File: src/rtl/priority_ready_list_manager_assert.svh
// Assertion macros for the ready-list manager.
`ifndef PRIORITY_READY_LIST_MANAGER_ASSERT_SVH
`define PRIORITY_READY_LIST_MANAGER_ASSERT_SVH

// Consequent checked on the same edge.
`define PRLM_ASSERT_SAME(lbl, ante, cons, msg) \
  lbl: assert property (@(posedge clk) disable iff (!rst_n) (ante) |-> (cons)) \
    else $error(msg);

// Consequent checked a fixed number of edges later.
`define PRLM_ASSERT_DELAY(lbl, ante, dly, cons, msg) \
  lbl: assert property (@(posedge clk) disable iff (!rst_n) (ante) |-> ##dly (cons)) \
    else $error(msg);

`endif

File: src/rtl/prlm_pkg.sv
`timescale 1ns / 1ps
package prlm_pkg;

  typedef enum logic [2:0] {
    OP_INS_AUTO = 3'd0,
    OP_INS_HEAD = 3'd1,
    OP_INS_TAIL = 3'd2,
    OP_ROTATE   = 3'd3,
    OP_REMOVE   = 3'd4
  } op_t;

  localparam int IN_TDATA_W  = 24;
  localparam int OUT_TDATA_W = 48;
  localparam int OUT_SLOT_W  = 5;
  localparam int OUT_BM_W    = 32;

endpackage

File: src/rtl/priority_ready_list_manager.sv
`timescale 1ns / 1ps
`include "priority_ready_list_manager_assert.svh"
// Channel | Dir | Beat contents (lowest bit up)
// in_     | in  | operation[2:0] task_id[6:3] task_prio[11:7] current_prio[16:12]
// out_    | out | head_task[4:0] tail_task[9:5] entry_count[14:10] ready_bitmap[46:15]
//
// Beat accepted, then root and link read, head link read, then three link-memory
// write slots on a single write port; the result is registered at the end of the
// final write step. A new beat is taken only once the last result is registered;
// a stalled result holds the final write step. Sync active-low reset empties all
// lists and the bitmap at once via per-level valid bits; link entries are not cleared.
module priority_ready_list_manager #(
  parameter int NUM_TASKS   = 16,
  parameter int PRIO_LEVELS = 32
) (
  input  logic                              clk,
  input  logic                              rst_n,
  input  logic                              in_tvalid,
  output logic                              in_tready,
  // operation, task_id, task_prio, current_prio
  input  logic [prlm_pkg::IN_TDATA_W-1:0]  in_tdata,
  output logic                              out_tvalid,
  input  logic                              out_tready,
  // head_task, tail_task, entry_count, ready_bitmap
  output logic [prlm_pkg::OUT_TDATA_W-1:0] out_tdata
);

  localparam int SW = $clog2(NUM_TASKS + 1);
  localparam int AW = $clog2(NUM_TASKS);
  localparam int LW = $clog2(PRIO_LEVELS);
  localparam logic [SW-1:0] NONE = SW'(NUM_TASKS);

  typedef enum logic [2:0] {S_IDLE, S_ROOT, S_HEAD, S_WR1, S_WR2} state_t;

  typedef struct packed {
    logic          en;
    logic [SW-1:0] slot;
    logic          wn;
    logic          wp;
    logic [SW-1:0] nv;
    logic [SW-1:0] pv;
  } lwr_t;

  function automatic lwr_t mk_wr(input logic [SW-1:0] slot, input logic wn,
                                 input logic wp, input logic [SW-1:0] nv,
                                 input logic [SW-1:0] pv);
    lwr_t w;
    w.en   = slot < NONE;
    w.slot = slot;
    w.wn   = wn;
    w.wp   = wp;
    w.nv   = nv;
    w.pv   = pv;
    return w;
  endfunction

  state_t            state_r;
  prlm_pkg::op_t     op_r;
  logic [SW-1:0]     tid_r;
  logic [LW-1:0]     lvl_r;
  logic              prio_ok_r;
  logic              task_ok_r;
  logic              same_r;
  logic [SW-1:0]     tn_r;
  logic [SW-1:0]     tp_r;
  lwr_t              wr1_r;
  lwr_t              wr2_r;
  logic [PRIO_LEVELS-1:0] bm_r;
  logic [SW-1:0]     res_head_r;
  logic [SW-1:0]     res_tail_r;
  logic [SW-1:0]     res_cnt_r;
  logic              out_valid_r;
  logic [prlm_pkg::OUT_TDATA_W-1:0] out_data_r;

  logic [3:0]        in_tid;
  logic [4:0]        in_prio;
  logic [4:0]        in_cur;
  logic [SW-1:0]     in_slot;
  logic [LW-1:0]     in_lvl;
  logic              in_task_ok;
  logic              in_prio_ok;
  logic              accept;
  logic              out_free;

  logic              lk_rd_en;
  logic [AW-1:0]     lk_rd_addr;
  logic [SW-1:0]     lk_rd_next;
  logic [SW-1:0]     lk_rd_prev;
  lwr_t              lk_wr;

  logic [SW-1:0]     rt_head;
  logic [SW-1:0]     rt_tail;
  logic [SW-1:0]     rt_cnt;

  logic [SW-1:0]     hn;
  lwr_t              wr0_nxt;
  lwr_t              wr1_nxt;
  lwr_t              wr2_nxt;
  logic [SW-1:0]     head_nxt;
  logic [SW-1:0]     tail_nxt;
  logic [SW-1:0]     cnt_nxt;
  logic              root_we;
  logic [PRIO_LEVELS-1:0] bm_nxt;
  logic [SW-1:0]     cnt_inc;
  logic [SW-1:0]     cnt_dec;

  assign in_tid     = in_tdata[6:3];
  assign in_prio    = in_tdata[11:7];
  assign in_cur     = in_tdata[16:12];
  assign in_slot    = SW'(in_tid);
  assign in_lvl     = LW'(in_prio);
  assign in_task_ok = int'(in_tid) < NUM_TASKS;
  assign in_prio_ok = int'(in_prio) < PRIO_LEVELS;

  assign in_tready  = (state_r == S_IDLE);
  assign accept     = in_tvalid && in_tready;
  assign out_free   = !out_valid_r || out_tready;
  assign out_tvalid = out_valid_r;
  assign out_tdata  = out_data_r;

  assign lk_rd_en   = accept || (state_r == S_ROOT);
  assign lk_rd_addr = accept ? in_slot[AW-1:0] : rt_head[AW-1:0];

  always_comb begin
    case (state_r)
      S_HEAD:  lk_wr = wr0_nxt;
      S_WR1:   lk_wr = wr1_r;
      S_WR2:   lk_wr = wr2_r;
      default: lk_wr = '0;
    endcase
  end

  prlm_link_mem #(
    .NUM_TASKS (NUM_TASKS),
    .SW        (SW),
    .AW        (AW)
  ) u_link (
    .clk        (clk),
    .rd_en      (lk_rd_en),
    .rd_addr    (lk_rd_addr),
    .rd_next    (lk_rd_next),
    .rd_prev    (lk_rd_prev),
    .wr_en      (lk_wr.en),
    .wr_addr    (lk_wr.slot[AW-1:0]),
    .wr_next_en (lk_wr.wn),
    .wr_prev_en (lk_wr.wp),
    .wr_next    (lk_wr.nv),
    .wr_prev    (lk_wr.pv)
  );

  prlm_root_mem #(
    .NUM_TASKS (NUM_TASKS),
    .LEVELS    (PRIO_LEVELS),
    .SW        (SW),
    .LW        (LW)
  ) u_root (
    .clk      (clk),
    .rst_n    (rst_n),
    .rd_en    (accept),
    .rd_addr  (in_lvl),
    .rd_head  (rt_head),
    .rd_tail  (rt_tail),
    .rd_count (rt_cnt),
    .wr_en    (root_we),
    .wr_addr  (lvl_r),
    .wr_head  (head_nxt),
    .wr_tail  (tail_nxt),
    .wr_count (cnt_nxt)
  );

  assign hn      = (rt_head < NONE) ? lk_rd_next : NONE;
  assign cnt_inc = (rt_cnt < NONE) ? rt_cnt + SW'(1) : rt_cnt;
  assign cnt_dec = (rt_cnt != '0) ? rt_cnt - SW'(1) : rt_cnt;

  // list update, evaluated in the head step
  always_comb begin
    wr0_nxt  = '0;
    wr1_nxt  = '0;
    wr2_nxt  = '0;
    head_nxt = rt_head;
    tail_nxt = rt_tail;
    cnt_nxt  = rt_cnt;
    root_we  = 1'b0;
    bm_nxt   = bm_r;
    if (prio_ok_r) begin
      case (op_r)
        prlm_pkg::OP_INS_AUTO, prlm_pkg::OP_INS_HEAD, prlm_pkg::OP_INS_TAIL: begin
          if (task_ok_r) begin
            bm_nxt[lvl_r] = 1'b1;
            root_we       = 1'b1;
            if (rt_cnt == '0) begin
              wr0_nxt  = mk_wr(tid_r, 1'b1, 1'b1, NONE, NONE);
              head_nxt = tid_r;
              tail_nxt = tid_r;
              cnt_nxt  = SW'(1);
            end else if (op_r == prlm_pkg::OP_INS_HEAD ||
                         (op_r == prlm_pkg::OP_INS_AUTO && !same_r)) begin
              cnt_nxt  = cnt_inc;
              wr0_nxt  = mk_wr(tid_r, 1'b1, 1'b1, rt_head, NONE);
              wr1_nxt  = mk_wr(rt_head, 1'b0, 1'b1, '0, tid_r);
              head_nxt = tid_r;
            end else begin
              cnt_nxt  = cnt_inc;
              wr0_nxt  = mk_wr(tid_r, 1'b1, 1'b1, NONE, rt_tail);
              wr1_nxt  = mk_wr(rt_tail, 1'b1, 1'b0, tid_r, '0);
              tail_nxt = tid_r;
            end
          end
        end
        prlm_pkg::OP_ROTATE: begin
          if (rt_cnt == SW'(2)) begin
            root_we  = 1'b1;
            wr0_nxt  = mk_wr(rt_head, 1'b1, 1'b1, NONE, rt_tail);
            wr1_nxt  = mk_wr(rt_tail, 1'b1, 1'b1, rt_head, NONE);
            head_nxt = rt_tail;
            tail_nxt = rt_head;
          end else if (rt_cnt > SW'(2)) begin
            root_we  = 1'b1;
            wr0_nxt  = mk_wr(hn, 1'b0, 1'b1, '0, NONE);
            wr1_nxt  = mk_wr(rt_head, 1'b1, 1'b1, NONE, rt_tail);
            wr2_nxt  = mk_wr(rt_tail, 1'b1, 1'b0, rt_head, '0);
            head_nxt = hn;
            tail_nxt = rt_head;
          end
        end
        prlm_pkg::OP_REMOVE: begin
          if (task_ok_r) begin
            root_we = 1'b1;
            if (tp_r == NONE) begin
              if (tn_r == NONE) begin
                head_nxt      = NONE;
                tail_nxt      = NONE;
                cnt_nxt       = '0;
                bm_nxt[lvl_r] = 1'b0;
                wr0_nxt       = mk_wr(tid_r, 1'b1, 1'b1, NONE, NONE);
              end else begin
                cnt_nxt  = cnt_dec;
                wr0_nxt  = mk_wr(tn_r, 1'b0, 1'b1, '0, NONE);
                wr1_nxt  = mk_wr(tid_r, 1'b1, 1'b1, NONE, NONE);
                head_nxt = tn_r;
              end
            end else begin
              cnt_nxt = cnt_dec;
              wr0_nxt = mk_wr(tp_r, 1'b1, 1'b0, tn_r, '0);
              if (tn_r == NONE) begin
                tail_nxt = tp_r;
              end else begin
                wr1_nxt = mk_wr(tn_r, 1'b0, 1'b1, '0, tp_r);
              end
              wr2_nxt = mk_wr(tid_r, 1'b1, 1'b1, NONE, NONE);
            end
          end
        end
        default: begin
        end
      endcase
    end
    if (state_r != S_HEAD) begin
      root_we = 1'b0;
    end
  end

  always_ff @(posedge clk) begin
    if (!rst_n) begin
      state_r     <= S_IDLE;
      out_valid_r <= 1'b0;
      bm_r        <= '0;
    end else begin
      if (out_valid_r && out_tready && state_r != S_WR2) begin
        out_valid_r <= 1'b0;
      end
      case (state_r)
        S_IDLE: begin
          if (in_tvalid) begin
            state_r   <= S_ROOT;
            op_r      <= prlm_pkg::op_t'(in_tdata[2:0]);
            tid_r     <= in_slot;
            lvl_r     <= in_lvl;
            prio_ok_r <= in_prio_ok;
            task_ok_r <= in_task_ok;
            same_r    <= (in_prio == in_cur);
          end
        end
        S_ROOT: begin
          state_r <= S_HEAD;
          tn_r    <= lk_rd_next;
          tp_r    <= lk_rd_prev;
        end
        S_HEAD: begin
          state_r <= S_WR1;
          wr1_r   <= wr1_nxt;
          wr2_r   <= wr2_nxt;
          bm_r    <= bm_nxt;
          if (prio_ok_r) begin
            res_head_r <= head_nxt;
            res_tail_r <= tail_nxt;
            res_cnt_r  <= cnt_nxt;
          end else begin
            res_head_r <= NONE;
            res_tail_r <= NONE;
            res_cnt_r  <= '0;
          end
        end
        S_WR1: begin
          state_r <= S_WR2;
        end
        S_WR2: begin
          if (out_free) begin
            state_r     <= S_IDLE;
            out_valid_r <= 1'b1;
            out_data_r  <= {1'b0, prlm_pkg::OUT_BM_W'(bm_r),
                            prlm_pkg::OUT_SLOT_W'(res_cnt_r),
                            prlm_pkg::OUT_SLOT_W'(res_tail_r),
                            prlm_pkg::OUT_SLOT_W'(res_head_r)};
          end
        end
        default: begin
          state_r <= S_IDLE;
        end
      endcase
    end
  end

  `PRLM_ASSERT_DELAY(a_seq_len, in_tvalid && in_tready, 4, state_r == S_WR2, "item missed final write step")
  `PRLM_ASSERT_SAME(a_out_src, $rose(out_tvalid), $past(state_r) == S_WR2, "result raised outside final step")
  `PRLM_ASSERT_SAME(a_root_src, state_r == S_ROOT, $past(in_tvalid && in_tready), "lookup without an accepted beat")

endmodule

File: src/rtl/prlm_link_mem.sv
`timescale 1ns / 1ps
module prlm_link_mem #(
  parameter int NUM_TASKS = 16,
  parameter int SW        = 5,
  parameter int AW        = 4
) (
  input  logic          clk,
  input  logic          rd_en,
  input  logic [AW-1:0] rd_addr,
  output logic [SW-1:0] rd_next,
  output logic [SW-1:0] rd_prev,
  input  logic          wr_en,
  input  logic [AW-1:0] wr_addr,
  input  logic          wr_next_en,
  input  logic          wr_prev_en,
  input  logic [SW-1:0] wr_next,
  input  logic [SW-1:0] wr_prev
);

  logic [SW-1:0] next_mem [NUM_TASKS];
  logic [SW-1:0] prev_mem [NUM_TASKS];
  logic [SW-1:0] rd_next_r;
  logic [SW-1:0] rd_prev_r;

  always_ff @(posedge clk) begin
    if (wr_en && wr_next_en) begin
      next_mem[wr_addr] <= wr_next;
    end
    if (wr_en && wr_prev_en) begin
      prev_mem[wr_addr] <= wr_prev;
    end
    if (rd_en) begin
      rd_next_r <= next_mem[rd_addr];
      rd_prev_r <= prev_mem[rd_addr];
    end
  end

  assign rd_next = rd_next_r;
  assign rd_prev = rd_prev_r;

endmodule

File: src/rtl/prlm_root_mem.sv
`timescale 1ns / 1ps
module prlm_root_mem #(
  parameter int NUM_TASKS = 16,
  parameter int LEVELS    = 32,
  parameter int SW        = 5,
  parameter int LW        = 5
) (
  input  logic          clk,
  input  logic          rst_n,
  input  logic          rd_en,
  input  logic [LW-1:0] rd_addr,
  output logic [SW-1:0] rd_head,
  output logic [SW-1:0] rd_tail,
  output logic [SW-1:0] rd_count,
  input  logic          wr_en,
  input  logic [LW-1:0] wr_addr,
  input  logic [SW-1:0] wr_head,
  input  logic [SW-1:0] wr_tail,
  input  logic [SW-1:0] wr_count
);

  localparam logic [SW-1:0] NONE = SW'(NUM_TASKS);

  logic [3*SW-1:0] mem [LEVELS];
  logic [LEVELS-1:0] vld_r;
  logic [3*SW-1:0] rd_data_r;
  logic rd_vld_r;

  always_ff @(posedge clk) begin
    if (wr_en) begin
      mem[wr_addr] <= {wr_head, wr_tail, wr_count};
    end
    if (rd_en) begin
      rd_data_r <= mem[rd_addr];
    end
  end

  // unwritten levels read as empty
  always_ff @(posedge clk) begin
    if (!rst_n) begin
      vld_r    <= '0;
      rd_vld_r <= 1'b0;
    end else begin
      if (wr_en) begin
        vld_r[wr_addr] <= 1'b1;
      end
      if (rd_en) begin
        rd_vld_r <= vld_r[rd_addr];
      end
    end
  end

  assign rd_head  = rd_vld_r ? rd_data_r[3*SW-1:2*SW] : NONE;
  assign rd_tail  = rd_vld_r ? rd_data_r[2*SW-1:SW]   : NONE;
  assign rd_count = rd_vld_r ? rd_data_r[SW-1:0]      : '0;

endmodule
File: config.mk
export PLATFORM = sky130hd
export DESIGN_NAME = priority_ready_list_manager
export DESIGN_NICKNAME = d
export VERILOG_FILES = /design/src/rtl/prlm_pkg.sv /design/src/rtl/priority_ready_list_manager.sv /design/src/rtl/prlm_link_mem.sv /design/src/rtl/prlm_root_mem.sv
export VERILOG_INCLUDE_DIRS = /design/src /design/src/rtl
export SDC_FILE = /design/constraint.sdc
export NUM_CORES = 1
export LEC_CHECK = 0
export BUFFER_PORTS_ARGS = -buffer_cell sky130_fd_sc_hd__buf_2
export CORE_UTILIZATION = 51
export DETAILED_ROUTE_END_ITERATION = 7
export GPL_TIMING_DRIVEN = 0
export PLACE_DENSITY = 0.68
export SYNTH_ARGS = -nofsm -noshare
export SYNTH_HDL_FRONTEND = slang
export SYNTH_SLANG_ARGS = --single-unit
File: constraint.sdc
create_clock -name clk -period 4.9 [get_ports clk]
set_input_delay 0.98 -clock clk [delete_from_list [all_inputs] [get_ports clk]]
set_output_delay 0.98 -clock clk [all_outputs]
set_load 0.02 [all_outputs]
Yosys cells after proc, flatten, opt, wreduce, memory -nomap -nowiden
Memories as Yosys holds them, arrays and structs flattened. A register that Yosys moved wholly into a read port is not among the register bits.
Cells that the tools add are included.
- bits in registers: 190
- RAM bits: 640
- bits of input ports: 28
- word-level logic and storage cells: 159
- memories kept: 3
- $add $sub $neg: 2
- $lt $le $gt $ge: 11
- eq/ne operators: 18
- muxes and demuxes: 69
- bitwise operators: 4
- reduce and logical (&&, ||, !) cells: 25
- memory list (name ; words ; width ; rd ports ; clocked after Yosys merged registers in ; wr ports ; line ; source):
    u_root.mem ; 32 ; 15 ; 1 ; 1 ; 1 ; prlm_root_mem.sv:24 ; logic [3*SW-1:0] mem [LEVELS];
    u_link.next_mem ; 16 ; 5 ; 1 ; 1 ; 1 ; prlm_link_mem.sv:20 ; logic [SW-1:0] next_mem [NUM_TASKS];
    u_link.prev_mem ; 16 ; 5 ; 1 ; 1 ; 1 ; prlm_link_mem.sv:21 ; logic [SW-1:0] prev_mem [NUM_TASKS];
- operators with widths (operator ; number):
    two-way mux 18 bit ; 14
    case mux 18 bit (3 select lines) ; 3
    two-way mux 5 bit ; 22
    two-way mux 32 bit ; 2
    OR 32 bit ; 2
    case mux 32 bit (2 select lines) ; 1
    case mux 18 bit (2 select lines) ; 1
    bitwise AND 32 bit ; 1
    inverter 32 bit ; 1
    less-than comparator 5 bit (second input constant) ; 6
    case mux 5 bit (3 select lines) ; 2
    two-way mux 10 bit ; 2
    case mux 3 bit (5 select lines) ; 1
    two-way mux 1 bit ; 14
    == test 3 x 2 -> 1 bit (second input constant) ; 4
    less-than comparator 5 x 6 -> 1 bit (second input constant) ; 2
    == test 5 bit (second input constant) ; 2
    case mux 5 bit (2 select lines) ; 1
    inequality test 2 bit (second input constant) ; 4
    logical AND 1 bit ; 7
    == test 3 x 1 -> 1 bit (second input constant) ; 2
    == test 3 bit (second input constant) ; 2
    logical NOT 3 bit ; 2
    two-way mux 3 bit ; 2
    23 further kinds ; 29

Depth between registers and ports, before layout
Gate-level depths: netlist of the first run.
- word-level depth: 11
- depth in mapped cells: 12
- gate-level depth less buffers: 7

Modules after synthesis
Synthesis of the first run repeated with hierarchy kept, for this count alone.
- cell total of the unflattened synthesis: 1792
- area, all modules: 33855.0 um^2
- modules (own cells, without submodules) (module ; instances ; cells each ; area each (um^2) ; sequential area each (um^2)):
    prlm_root_mem ; 1 ; 871 ; 20130.6 ; 15524.9
    priority_ready_list_manager ; 1 ; 612 ; 7134.3 ; 4144.0
    prlm_link_mem ; 1 ; 309 ; 6590.1 ; 5104.9

Worst setup path before layout of the first run
No wires, ideal clock.
- path type: reg2reg
- from: register u_root.rd_vld_r
- to: register res_cnt_r[3], data pin
- library setup time: 0.462 ns
- arrival time: 3.418 ns
- data required time: 4.438 ns
- path slack: 1.020 ns
- cell stages (with the launch flop): 12
- buffers on the path: 4
- period minus slack after synthesis: 3.880 ns
- cells stage by stage: dfxtp_1 -> clkbuf_1 -> buf_2 -> clkbuf_1 -> clkbuf_1 -> nand2_1 -> ha_1 -> nand2_1 -> nand2_1 -> o21ai_0 -> a21oi_1 -> o21ai_0
- word-level cells in the longest chain between the ends: 6
- elaborated cells between the ends (all ways): 12
- classes of those cells: 2 x add/sub; 1 x order compare; 7 x mux; 2 x reduce/logical
- ends and longest elaborated chain (item ; line ; source):
    from (decl) ; prlm_root_mem.sv:27 ; logic rd_vld_r;
    from (signal assigned) ; prlm_root_mem.sv:48 ; rd_vld_r <= vld_r[rd_addr];
    two-way mux 5 bit * ; prlm_root_mem.sv:55 ; assign rd_count = rd_vld_r ? rd_data_r[SW-1:0] : '0;
    subtractor 5 x 1 -> 5 bit or nonzero test 5 bit (tied branches) ; priority_ready_list_manager.sv:173 ; assign cnt_dec = (rt_cnt != '0) ? rt_cnt - SW'(1) : rt_cnt;
    two-way mux 5 bit ; priority_ready_list_manager.sv:173 ;
    two-way mux 5 bit ; priority_ready_list_manager.sv:230 ; if (tn_r == NONE) begin
    two-way mux 5 bit ; priority_ready_list_manager.sv:229 ; if (tp_r == NONE) begin
    case mux 5 bit (2 select lines) * ; priority_ready_list_manager.sv:186 ; case (op_r)
    net cnt_nxt[3] ; priority_ready_list_manager.sv:101 ; logic [SW-1:0] cnt_nxt;
    to (signal assigned) ; priority_ready_list_manager.sv:297 ; res_cnt_r <= cnt_nxt;
    to (decl) ; priority_ready_list_manager.sv:71 ; logic [SW-1:0] res_cnt_r;
Mark *: on every way through the listed nets, which the timed path passes. The rest lies on a longest branch.
A chain may end at the register's enable or synchronous reset.

Worst setup path after layout of the first run
- from: register u_root.rd_vld_r
- to: memory u_root.mem[13][10] in the netlist's numbering, data pin
- word-level cells in the longest chain between the ends: 6
- elaborated cells between the ends (all ways): 14
- classes of those cells: 2 x order compare; 1 x eq/ne; 10 x mux; 1 x reduce/logical
- ends and longest elaborated chain (item ; line ; source):
    two-way mux 5 bit ; prlm_root_mem.sv:53 ; assign rd_head = rd_vld_r ? rd_data_r[3*SW-1:2*SW] : NONE;
    less-than comparator 5 bit ; priority_ready_list_manager.sv:171 ; assign hn = (rt_head < NONE) ? lk_rd_next : NONE;
    two-way mux 5 bit ; priority_ready_list_manager.sv:171 ;
    two-way mux 5 bit ; priority_ready_list_manager.sv:217 ; end else if (rt_cnt > SW'(2)) begin
    two-way mux 5 bit ; priority_ready_list_manager.sv:211 ; if (rt_cnt == SW'(2)) begin
    case mux 5 bit (3 select lines) * ; priority_ready_list_manager.sv:186 ;
    net head_nxt[0] ; priority_ready_list_manager.sv:99 ; logic [SW-1:0] head_nxt;
    to (decl) ; prlm_root_mem.sv:24 ;
Marks and branches as above.

==> impl_results.md, run 1 <==
- Result of the run: complete, but fails checks
- Failing checks: design-rule violations
- CP Buf/Inv Count: 6
- Area Overhead vs Synth: 16.3%
- Placeable Area: 64800 sq um
- Share of cells above drive strength 1: 26.2%
- Final wirelength: 87000 um
- Power density cells: 406 nW/um^2
- Final period util: 96.8%
- Initial Utilization: 52.0%
- CTS tree: yes
- Worst Setup Start Kind: register
- Hold Crit Class: reg -> reg
- Setup_tns: 0 ps
- Clock root buffer: clkbuf_16
- Cell area after synthesis: 33700 sq um
- Maximum buffer depth of the clock tree: 3
- Max frequency: 211 MHz
- Worst-path clk slew: 60 ps
- Resize count post-CTS: 1
- Synth unique cells: 78
- Endpoint class of the critical path: register
- Synthesized instance count: 1868
- Top-count cell post-synth: edfxtp_1
- Sink Count: 848
- Final Hold Vio Count: 0
- Critical-path maximum fanout: 18
- Post-synth top area cell: edfxtp_1
- Lkg Pwr: 12.5 nW
- R2R Setup Slk: 150 ps
- Slew Limit Fails: 0
- Die Span Y: 259 um
- Gp weighted congestion: 0.949
- # port buffers: 68
- Syn avg cell area: 18.0 sq um
- Synth area leaders: edfxtp_1 (69%), mux4_2 (11%), dfxtp_1 (4.1%)
- Worst r2r src: u_root.rd_vld_r$_SDFFE_PN0P_
- Worst path depth: 13
- Slowest stage cell on the critical path: clkbuf_1
- Worst slew margin: 10.3%
- Reg2Reg Capture Point: u_root.mem[13][10]$_DFFE_PP_
- Die area: 67100 sq um
- CP Data Required Time: 5260 ps
- Cell mode on critical path: clkbuf_1
- Slew @ Worst Pin: 1330 ps
- Number of global-route vias before repair: 19000
- Hold slack: 411 ps
- Cts hold-fix bufs: 0
- Htree depth: 3
- Net count after synthesis: 1898
- Post-route design area: 39200 sq um
- DR vias/cell: 6.43
- Worst vdd ir: 463 uV
- Number of synthesized register bits: 848
- First-pass GRT wire length: 127000 um
- DRC viols: 1
- Final Core Density: 60.4%
- Post-synth top flop: edfxtp_1
- Worst Setup SP: u_root.rd_vld_r$_SDFFE_PN0P_
- Nets: 2111
- IO Pins: 78
- Number of routed nets with antenna violations: 0
- Placed wire-length estimate: 60000 um
- Register area share after synthesis: 73.6%
- Final Skew: 27.4 ps
- Critical-path cell list: clkbuf_1, buf_2, clkbuf_1, clkbuf_1, nand2_1, ha_1, and2_1, or2_2, clkbuf_1, and2_1, a222oi_1, o21ai_2, buf_8
- Max-cap viol count: 0
- # rows: 93
- DRT Pass-1 Iters: 8
- Post-layout min period: 4750 ps
- CP max stage delay: 510 ps
- Gr ovfl total: 0
- Total CTS buffers: 85
- Setup Viol. Count Final: 0
- Global Route Usage Sum: 26.3%
- R2r worst-path depth: 13
- CP Capture Point: u_root.mem[13][10]$_DFFE_PP_
- Routed vias: 19300
- DR iter-0 viols: 2350
- RSZ-0062 raised after global routing: no
- EDFF count, synth: 779
- Synth warn: 0
- Setup Buffers After CTS: 0
- Crit-path leading delay family: buffers and inverters
- Arrival @ worst endpoint: 5110 ps
- Crit path kind: reg -> reg
- Clk_lat worst skew: 640 ps
- Synth top cells by count: edfxtp_1 (779), mux4_2 (160), nor2_1 (98), nand2_1 (89), clkbuf_1 (72)
- Ys async rst share: 0%
- FILL cells: 4625
- Die W: 259 um
- Wirelength per Cell: 28.9 um
- Synth top area share: 69.5%
- Placed inst area: 36300 sq um
- Largest net degree at the start of global routing: 44
- Initial antenna violation count: 5
## per-stage QoR
stage                     instances  power (W)  setup WS [ps]
after CTS                      3004     0.0159            278
final                          3007     0.0159            155
after global routing           3005     0.0163           43.3
after global placement         2791    0.00931          -2330
after floorplan                1868    0.00890           1020
after detailed placement       2849    0.00939           -169
## routing by layer
metal	GRT usage, %	wire, um
met5	0	0
met4	7.97	2290
met3	4.04	7400
met2	42.1	42000
met1	37.6	35200
## report_power, final
| group | internal [W] | switching, W |
|---|---|---|
| combinational | 0.000382 | 0.000768 |
| sequential | 0.00805 | 0.0000587 |
| clock | 0.00393 | 0.00271 |
## cell type report
cell class / instances / area (sq um) / share of cell area, %
sequential: 848 / 24800 / 63.2
multi-input combinational: 905 / 8690 / 22.2
clock buffer: 108 / 2350 / 6.00
timing repair buffer: 126 / 1320 / 3.36
tap: 855 / 1070 / 2.73
clock inverter: 47 / 512 / 1.31
buffer: 106 / 420 / 1.07
inverter: 9 / 33.8 / 0.0862
antenna: 3 / 7.51 / 0.0192
## worst min-delay path by stage
stage | start | endpoint | slack [ps] | cells past startpoint
global route | res_tail_r[4]$_DFFE_PP_ | out_tdata[9]$_DFFE_PP_ | 410 | 0
finish | res_tail_r[4]$_DFFE_PP_ | out_tdata[9]$_DFFE_PP_ | 410 | 0
global placement | res_head_r[2]$_DFFE_PP_ | out_tdata[2]$_DFFE_PP_ | 400 | 0
detailed placement | res_tail_r[4]$_DFFE_PP_ | out_tdata[9]$_DFFE_PP_ | 400 | 0
CTS | res_tail_r[4]$_DFFE_PP_ | out_tdata[9]$_DFFE_PP_ | 400 | 0
floorplan | res_head_r[0]$_DFFE_PP_ | out_tdata[0]$_DFFE_PP_ | 400 | 0
## registers in the layout, indices dropped and copies added (netlist names), 12 cells and up, named ones only
register and cells:
u_root.rd_data_r 15, u_link.prev_mem 80, u_root.vld_r 32, out_tdata 47, u_link.next_mem 80, wr2_r 12
wr1_r 17, u_root.mem 480
## layout by cell type, fill, tap and decap left out, types with 50 or more instances in the layout
cell / n
buf_2: 83
nor2_1: 65
nor3_1: 50
clkbuf_1: 86
clkbuf_16: 89
nand2_1: 89
dfxtp_1: 69
mux4_2: 160
edfxtp_1: 779
o21ai_0: 54
## cell families (layout without fill, tap and decap cells)
family / Yosys count / in the layout / share of synthesized area (%)
flops: 848 / 848 / 73.6
simple gates: 342 / 342 / 4.91
compound gates: 339 / 339 / 7.56
mux: 213 / 213 / 12.3
buf+inv: 115 / 396 / 1.35
xor+xnor: 8 / 8 / 0.208
fa+ha+maj: 2 / 2 / 0.0743
other cells: 1 / 4 / 0.0111
## worst register-to-register path: cells and delay by family (launching register included)
family | cells | cell delay [ps]
DFF | 1 | 300
and+or+nand+nor | 4 | 1020
buffers and inverters | 6 | 2100
adders and majority gates | 1 | 300
AOI/OAI and AO/OA | 2 | 760
Note: power is estimated with default switching activity, not from simulation.
==> run 2: changes to the inputs <==
--- a/config.mk
+++ b/config.mk
@@ -6,11 +6,13 @@
 export SDC_FILE = /design/constraint.sdc
 export NUM_CORES = 1
 export LEC_CHECK = 0
+export ABC_AREA = 1
 export BUFFER_PORTS_ARGS = -buffer_cell sky130_fd_sc_hd__buf_2
 export CORE_UTILIZATION = 51
 export DETAILED_ROUTE_END_ITERATION = 7
 export GPL_TIMING_DRIVEN = 0
 export PLACE_DENSITY = 0.68
+export SKIP_CTS_REPAIR_TIMING = 1
 export SYNTH_ARGS = -nofsm -noshare
 export SYNTH_HDL_FRONTEND = slang
 export SYNTH_SLANG_ARGS = --single-unit
==> run 2 against run 1 <==
  * Non-clock buffer count up 33
  * Synthesized cell count is 55% higher
  * Core utilization down 1.9 points
  * First-iteration DRC count grew 59%
  * Fmax up 35%
  * Worst hold slack improved by 3.8 ps
  * The run now ends clean
  * Critical path depth decreased by 2
  * Largest power group unchanged
  * Clock power is 2% lower
  * Die area increased by 3.0%
  * Global-route usage increased by 5.1 points
  * Wire length is 26% higher
  * Synthesized area rose by 3.0%
==> impl_results.md, run 2 <==
- Result of the run: finished clean
- Number of routed nets with antenna violations: 0 (unchanged)
- Htree depth: 3 (unchanged)
- Global Route Usage Sum: 31.4% (+5.1 points)
- # diodes: 0 (-3)
- Most frequent cells in the layout: edfxtp_1 (779), nor2_1 (395), o21ai_0 (373), nand2_1 (309), inv_1 (202)
- Worst vdd ir: 289 uV (-38%)
- Maximum buffer depth of the clock tree: 3 (unchanged)
- Biggest registers after layout: u_root.mem x480, u_link.next_mem x80, u_link.prev_mem x80
- Nets: 3113 (+47%)
- Max frequency: 284 MHz (+35%)
- DRC viols: 0 (-1)
- First-pass GRT wire length: 159000 um (+25%)
- Lkg Pwr: 13.7 nW (+9.4%)
- Gr ovfl total: 0 (unchanged)
- Crit path kind: reg -> reg
- Gp weighted congestion: 0.992 (+4.5%)
- Worst slew margin: 20.4% (+10 points)
- Area Overhead vs Synth: 13.5%
- Top-count cell post-synth: edfxtp_1
- Critical-path maximum fanout: 33 (+15)
- Initial antenna violation count: 1 (-4)
- Most common cell after layout, fill and taps aside: edfxtp_1
- Synth warn: 0 (unchanged)
- Die W: 263 um (+1.5%)
- Cell area after synthesis: 34700 sq um (+3.0%)
- Clk_lat worst skew: 650 ps (about the same)
- Power density cells: 413 nW/um^2 (+1.9%)
- Synth unique cells: 45 (-42%)
- Synthesized instance count: 2901 (+55%)
- Ys async rst share: 0% (unchanged)
- Routed vias: 25100 (+30%)
- DR vias/cell: 6.24 (-2.9%)
- Worst Setup Start Kind: register
- Arrival @ worst endpoint: 3620 ps (-1490 ps)
- Post-layout min period: 3530 ps (-1220 ps)
- Syn avg cell area: 12.0 sq um (-34%)
- Max-cap viol count: 0 (unchanged)
- Placed wire-length estimate: 73900 um (+23%)
- CTS tree: yes
- Total CTS buffers: 87 (+2.4%)
- Net count after synthesis: 2931 (+54%)
- # rows: 95 (+2.2%)
- Die Span Y: 263 um (+1.5%)
- DRT Pass-1 Iters: 6 (-2)
- Post-synth top area cell: edfxtp_1
- IO Pins: 78 (unchanged)
- Worst slack, placed: 1030 ps (+1200 ps)
- # port buffers: 68 (unchanged)
- Largest Register: u_root.mem
- Wirelength per Cell: 27.1 um (-6.1%)
- Final Skew: 26.3 ps (-1.05 ps)
- Sink Count: 848 (unchanged)
- Final period util: 71.9% (-25 points)
- Slew Limit Fails: 0 (unchanged)
- Endpoint class of the critical path: register
- RSZ-0062 raised after global routing: no
- Post-synth top flop: edfxtp_1
- Register area share after synthesis: 71.4% (-2.2 points)
- Final wirelength: 109000 um (+26%)
- Die area: 69100 sq um (+3.0%)
- Initial Utilization: 51.6% (-0.38 points)
- Number of global-route vias before repair: 24200 (+27%)
- Slew @ Worst Pin: 1190 ps (-141 ps)
- Worst-path clk slew: 60 ps (about the same)
- Max FFs per register: 480 (unchanged)
- EDFF count, synth: 779 (unchanged)
- Placeable Area: 67300 sq um (+3.8%)
- Clock root buffer: clkbuf_16
- Final Hold Vio Count: 0 (unchanged)
- FILL cells: 5356 (+16%)
- Synth top area share: 67.4% (-2.1 points)
- Largest net degree at the start of global routing: 34 (-23%)
- Worst setup margin: 1370 ps (+1220 ps)
- Setup Viol. Count Final: 0 (unchanged)
- Hold Crit Class: reg -> reg
- Synth top cells by count: edfxtp_1 (779), nor2_1 (397), o21ai_0 (378), nand2_1 (312), inv_1 (202)
- Share of cells above drive strength 1: 10.6% (-16 points)
- Number of synthesized register bits: 848 (unchanged)
- Synth area leaders: edfxtp_1 (67%), o21ai_0 (5.5%), nor2_1 (4.3%)
- CP Data Required Time: 4990 ps (-270 ps)
- Setup_tns: 0 ps (unchanged)
- DR iter-0 viols: 3748 (+59%)
[run 2: worst max-delay path, cell delays in order, from the launching register on]
cell     delay [ps]
dfxtp_1         310
buf_6           140
buf_4           180
nand2_1         140
ha_1            190
nand2_1         110
nor2_2          350
inv_1           190
nand2_2         230
inv_1           160
o21ai_0         230
nand3_2         710
[run 2: worst paths after layout]
path | from | to | slack [ps] | cells after the start
worst max-delay path | u_root.rd_vld_r$_SDFFE_PN0P_ | u_root.mem[16][7]$_DFFE_PP_ | 1370 | 11
worst min-delay path | u_link.rd_prev[2]$_DFFE_PP_ | tp_r[2]$_DFFE_PP_ | 410 | 0
worst max register to register | u_root.rd_vld_r$_SDFFE_PN0P_ | u_root.mem[16][7]$_DFFE_PP_ | 1370 | 11
worst min register to register | u_link.rd_prev[2]$_DFFE_PP_ | tp_r[2]$_DFFE_PP_ | 410 | 0
[run 2: layout make-up]
cell class | instances | area (sq um) | share of cell area [%]
buffer | 172 | 787 | 2.00
clock buffer | 107 | 2270 | 5.77
clock inverter | 53 | 512 | 1.30
inverter | 210 | 788 | 2.00
multi-input combinational | 1671 | 8490 | 21.6
sequential | 848 | 24800 | 62.9
tap | 873 | 1090 | 2.77
timing repair buffer | 93 | 669 | 1.70
[run 2: where the power goes]
group	switching [W]	internal [W]	leakage (nW)	total, W
clock	0.00282	0.00369	1.34	0.00651
sequential	0.0000534	0.00812	7.72	0.00818
combinational	0.00122	0.000375	4.64	0.00159
total	0.00409	0.0122	13.7	0.0163
[run 2: kinds of logic after synthesis]
| kind of cell | after synthesis | share of synthesized area [%] |
|---|---|---|
| adders and majority gates | 2 | 0.0721 |
| and+or+nand+nor | 925 | 11.1 |
| AOI/OAI and AO/OA | 739 | 12.8 |
| other | 1 | 0.0108 |
| DFF | 848 | 71.4 |
| xor gates and xnor gates | 4 | 0.101 |
| buffers and inverters | 382 | 4.54 |
[run 2: stage by stage]
step / power [W] / util [%] / area, sq um / hold WS [ps] / cells
detailed placement: 0.00987 / 54.4 / 36600 / 405 / 3867
global placement: 0.00978 / 53.7 / 36100 / 402 / 3842
floorplan: 0.00915 / - / 34700 / 400 / 2901
global route: 0.0167 / 58.5 / 39400 / 423 / 4027
CTS: 0.0163 / 58.5 / 39400 / 416 / 4027
finish: 0.0163 / 58.5 / 39400 / 415 / 4027
[run 2: layer usage]
layer | routed length [um] | GRT usage [%] | share of wire, %
met1 | 42200 | 42.3 | 39
met2 | 50200 | 49.0 | 46
met3 | 11200 | 6.13 | 10
met4 | 5720 | 15.4 | 5.2
met5 | 11 | 0 | 0.010
